===== src/rtl/core/sfir_pkg.sv =====
// shared constants, types and control bundle for the symmetric fir filter
package sfir_pkg;

  localparam int TAP_COUNT    = 63;
  localparam int SAMPLE_WIDTH = 16;
  localparam int COEFF_WIDTH  = 16;
  localparam int MODE_W       = 2;
  localparam int INDEX_W      = 5;

  localparam logic [MODE_W-1:0] MODE_FILTER = 2'd0;
  localparam logic [MODE_W-1:0] MODE_LOAD   = 2'd1;
  localparam logic [MODE_W-1:0] MODE_CLEAR  = 2'd2;

  typedef enum logic [2:0] {
    S_IDLE,
    S_LOAD,
    S_MAC,
    S_DRAIN,
    S_DONE
  } state_t;

  // per-cycle commands broadcast along the cell row
  typedef struct packed {
    logic shift;
    logic clear;
    logic coef_we;
    logic load_sum;
    logic step;
  } cell_ctl_t;

endpackage


===== src/rtl/core/sfir_cell.sv =====
// one folded tap cell: front and back delay samples, its coefficient, and a pair-sum shift stage
module sfir_cell #(
  parameter int IDX = 0,
  parameter int SW  = sfir_pkg::SAMPLE_WIDTH,
  parameter int CW  = sfir_pkg::COEFF_WIDTH
) (
  input  logic                          clk,
  input  logic                          rst,
  input  sfir_pkg::cell_ctl_t           ctl,
  input  logic [sfir_pkg::INDEX_W-1:0]  coef_index,
  input  logic signed [CW-1:0]          coef_value,
  input  logic signed [SW-1:0]          f_in,
  output logic signed [SW-1:0]          f_out,
  input  logic signed [SW-1:0]          b_in,
  output logic signed [SW-1:0]          b_out,
  input  logic signed [SW:0]            p_in,
  output logic signed [SW:0]            p_out,
  input  logic signed [CW-1:0]          q_in,
  output logic signed [CW-1:0]          q_out
);

  localparam logic [7:0] IDX_L = 8'(IDX);

  logic signed [SW-1:0] f;
  logic signed [SW-1:0] b;
  logic signed [CW-1:0] coef;
  logic signed [SW:0]   p;
  logic signed [CW-1:0] q;
  logic                 hit;

  assign hit = ({{(8 - sfir_pkg::INDEX_W){1'b0}}, coef_index} == IDX_L);

  always_ff @(posedge clk) begin
    if (rst) begin
      f    <= '0;
      b    <= '0;
      coef <= '0;
    end else begin
      if (ctl.clear) begin
        f <= '0;
        b <= '0;
      end else if (ctl.shift) begin
        f <= f_in;
        b <= b_in;
      end
      if (ctl.coef_we && hit) begin
        coef <= coef_value;
      end
    end
  end

  // pair sums are loaded in parallel, then stream toward the mac
  always_ff @(posedge clk) begin
    if (ctl.load_sum) begin
      p <= (SW+1)'(f) + (SW+1)'(b);
      q <= coef;
    end else if (ctl.step) begin
      p <= p_in;
      q <= q_in;
    end
  end

  assign f_out = f;
  assign b_out = b;
  assign p_out = p;
  assign q_out = q;

endmodule


===== config.mk =====
export PLATFORM = sky130hd
export DESIGN_NAME = sfir_cell
export DESIGN_NICKNAME = d
export VERILOG_FILES = /design/src/rtl/core/sfir_pkg.sv /design/src/rtl/core/sfir_cell.sv
export SDC_FILE = /design/constraint.sdc
export NUM_CORES = 1
export LEC_CHECK = 0
export ABC_AREA = 1
export BUFFER_PORTS_ARGS = -buffer_cell sky130_fd_sc_hd__buf_2
export CORE_ASPECT_RATIO = 1.75
export CORE_MARGIN = 8
export CORE_UTILIZATION = 44
export DETAILED_ROUTE_END_ITERATION = 10
export HOLD_SLACK_MARGIN = 0.03
export PLACE_DENSITY = 0.76
export SLEW_MARGIN = 20
export SYNTH_ARGS = -nofsm -noshare
export SYNTH_HDL_FRONTEND = slang
export SYNTH_SLANG_ARGS = --single-unit

===== constraint.sdc =====
create_clock -name clk -period 1.9 [get_ports clk]
set_clock_uncertainty 0.15 [all_clocks]
set_input_delay 0.38 -clock clk [delete_from_list [all_inputs] [get_ports clk]]
set_output_delay 0.38 -clock clk [all_outputs]
set_load 0.02 [all_outputs]

==> results.md <==
* Critical Path, Cell by Cell: ha_4 -> fa_2 -> nand2_2 -> nand2_4 -> nand3_2 -> nand2_4 -> or2_0 -> nand3_1 -> nand2_1
* CTS Hold Bufs at 0
* Post-Syn Nets at roughly 640
* TritonCTS buffer count at 9
* Routed WL per cell at 14.2 um
* R2R Path Start: f_out[0]
* RR Endpoint: p_out[6]
* Most frequent cells in the layout: nand2_1, buf_2, inv_1
* WHS Endpoint: f_out[2]
* Slew of the pin with the lowest slew margin at approximately 770 ps
* Row cnt at 46
* Area of the die at 12800 um^2
* Hold wc startpoint: f_in[2]
* Min-Delay Path Class: input port to flip-flop
* PD cells at 739 nW/um^2
* Area post-placement at about 5000 um^2
* Slowest-stage cell, CP: dfxtp_4
* Synth unique cells at 30
* Iter 0 DRT Violations at between 100 and 150
* Final slew viol count at 0
* Post-Route WL at approximately 12000 um
* Max_slew headroom at 0.490
* H-tree depth at 3
* Maximum clock rate at approximately 0.53 GHz
* Seq. cell area at slightly below 2000 um^2
* CP startpoint kind: flip-flop
* CTS root buf: clkbuf_16
* Post-synth EDFFs at 33
* Post-synthesis sequential area ratio at 0.477
* Place WS at -53.8 ps
* Syn Inst Count at 527
* Worst Path Buf+Inv at 0
* Cell leakage power at between 2 and 3 nW
* Layout cell share with drive strength beyond 1 at 0.338
* Predominant post-synthesis flop cell: dfxtp_1
* Commonest non-fill, non-tap cell in the layout: nand2_1
* Mapped Area at about 4100 um^2
* GPL Wtd Cong at about 0.87
* Die height at 144 um
* Die width at roughly 89 um
* Global-route wire length before repair at between 15000 and 20000 um
* Post-DP HPWL at just over 9000 um
* Initial Utilization at 0.453
* Ys Warns at 0
* Status: finished clean
* Reg-to-reg setup timing slack at just under 30 ps
* Total clock sinks at 81
* Syn Area/Cell at roughly 7.8 um^2
* Worst-path fanout max at 4
* VDD IR max at approximately 600 uV
* Via density at between 4 and 5
* Fin crit share at 0.984
* Crit path max-delay family: simple AND/OR/NAND/NOR gates
* WHS Path Cells at 3
* CP arrival at 1820 ps
* Largest net degree at the start of global routing at 34
* Antenna violations before repair at 2
* Yosys reg bits at 81
* Vias in the first global route at between 3000 and 4000
* Tot GR Track Use at 0.182
* Final instance area at roughly 5500 um^2
* # setup viols final at 0
* Final Hold Viols at 0
* Worst EP required at approximately 1900 ps
* Post-route ant nets at 0
* Vias at 3928
* Area of the multi-input gates at slightly below 2000 um^2
* Ys async rst share at 0
* Setup WS post-layout at 29.5 ps
* CP Class: flip-flop to flip-flop
* Aggregate global routing overflow at 0
* Worst-Skew Late Latency at 340 ps
* DRC viols at 0
* Layout area overhead at 34.9%
* Worst setup startpoint: f_out[0]
* First-pass detailed-route iteration total at 4
* Reg clk slew, reported paths at around 60 ps
* FF-to-FF path depth at 9
* Num ports at roughly 160
* Crit end category: flip-flop
* RSZ-0062 raised after global routing: yes
* Fin nets at between 700 and 800
* IO Port Bufs at between 150 and 200
* Slowest stage delay, CP at around 350 ps
* Core area at between 9000 and 10000 um^2
* Tmin final at 1870 ps
* # fillers at 842
* Critical path's most frequent cell: nand2_4
* Max cap viols at 0
* CTS tree: yes
* Clk buf depth at 2
worst max-delay path by stage:
stage	cells after the start	endpoint	slack, ps
CTS	9	p_out[8]	-20
floorplan	9	p_out[8]	30
finish	9	p_out[6]	30
detailed placement	9	p_out[8]	-50
global route	10	p_out[10]	-30
global placement	9	p_out[8]	-40
cells in the mapped netlist, types with 3 or more instances:
| master | n | area [um^2] |
|---|---|---|
| nor2_1 | 27 | 101 |
| nand2_1 | 195 | 732 |
| buf_6 | 5 | 56.3 |
| dfxtp_1 | 48 | 961 |
| buf_2 | 10 | 50.1 |
| a21oi_2 | 4 | 35.0 |
| ha_1 | 16 | 200 |
| o21ai_1 | 7 | 35.0 |
| clkbuf_1 | 6 | 22.5 |
| edfxtp_1 | 33 | 991 |
| or2_1 | 3 | 18.8 |
| nand3_1 | 21 | 105 |
| o21ai_0 | 13 | 65.1 |
| inv_1 | 61 | 229 |
| nand2_2 | 6 | 37.5 |
| or2_0 | 3 | 18.8 |
| a211oi_1 | 16 | 120 |
| a21oi_1 | 37 | 185 |
worst register-to-register path, cell delays in order, from the launching register on:
cell and delay, ps:
dfxtp_4 350, ha_4 160, fa_2 340, nand2_2 90
nand2_4 70, nand3_2 90, nand2_4 70, or2_0 200
nand3_1 70, nand2_1 40
sequential cells by signal, indices dropped and copies added, names as in the netlist:
register,flops
f_out,16
b_out,16
q_out,16
coef,16
p_out,17
cell families (layout without fill, tap and decap cells):
group,after synthesis,in the layout,synth area share
buffers and inverters,85,250,0.0915
adders and majority gates,17,17,0.0539
and+or+nand+nor,265,265,0.265
other,0,2,0
xor gates and xnor gates,2,2,0.00428
AOI/OAI and AO/OA,77,77,0.108
DFF,81,81,0.477
area by class of cell:
type                            count  share of cell area
Inverter                           62              0.0422
Tap cell                          120              0.0272
Antenna cell                        2            0.000907
Clock buffer                       10              0.0415
Clock inverter                      6             0.00817
Multi-Input combinational cell    361               0.357
Sequential cell                    81               0.356
Timing Repair Buffer              172               0.167
per-layer routing:
metal / global-route usage / vias to the layer above / part of all wire
met5: 0 / - / 0
met4: 0.129 / 0 / 0.041
met3: 0.0349 / 31 / 0.058
met2: 0.309 / 129 / 0.52
met1: 0.193 / 1758 / 0.38
li1: - / 2010 / -
stage by stage:
| step | hold WS [ps] | total power [W] | instances | TNS, ps | utilization |
|---|---|---|---|---|---|
| after floorplan | 283 | 0.00229 | 527 | 0 | - |
| after global placement | 296 | 0.00251 | 794 | -36.5 | 0.555 |
| after detailed placement | 296 | 0.00252 | 794 | -69.2 | 0.555 |
| after CTS | 129 | 0.00409 | 811 | -16.6 | 0.588 |
| after global routing | 132 | 0.00424 | 814 | -138 | 0.610 |
| final | 135 | 0.00408 | 814 | 0 | 0.610 |
repair_timing:
action | 4_1_cts | 5_1_grt
setup endpoints to repair | 5 | 12
buffers inserted | 1 | 1
resized for setup | 4 | 33
pin swaps | 7 | 7
where the power goes:
part,internal (W),switching (W),leakage (nW)
registers,0.00191,0.0000405,0.748
logic,0.000222,0.000337,1.85
clock network,0.000888,0.000685,0.136
total,0.00302,0.00106,2.74
No activity file was read; power rests on OpenSTA's default activity.
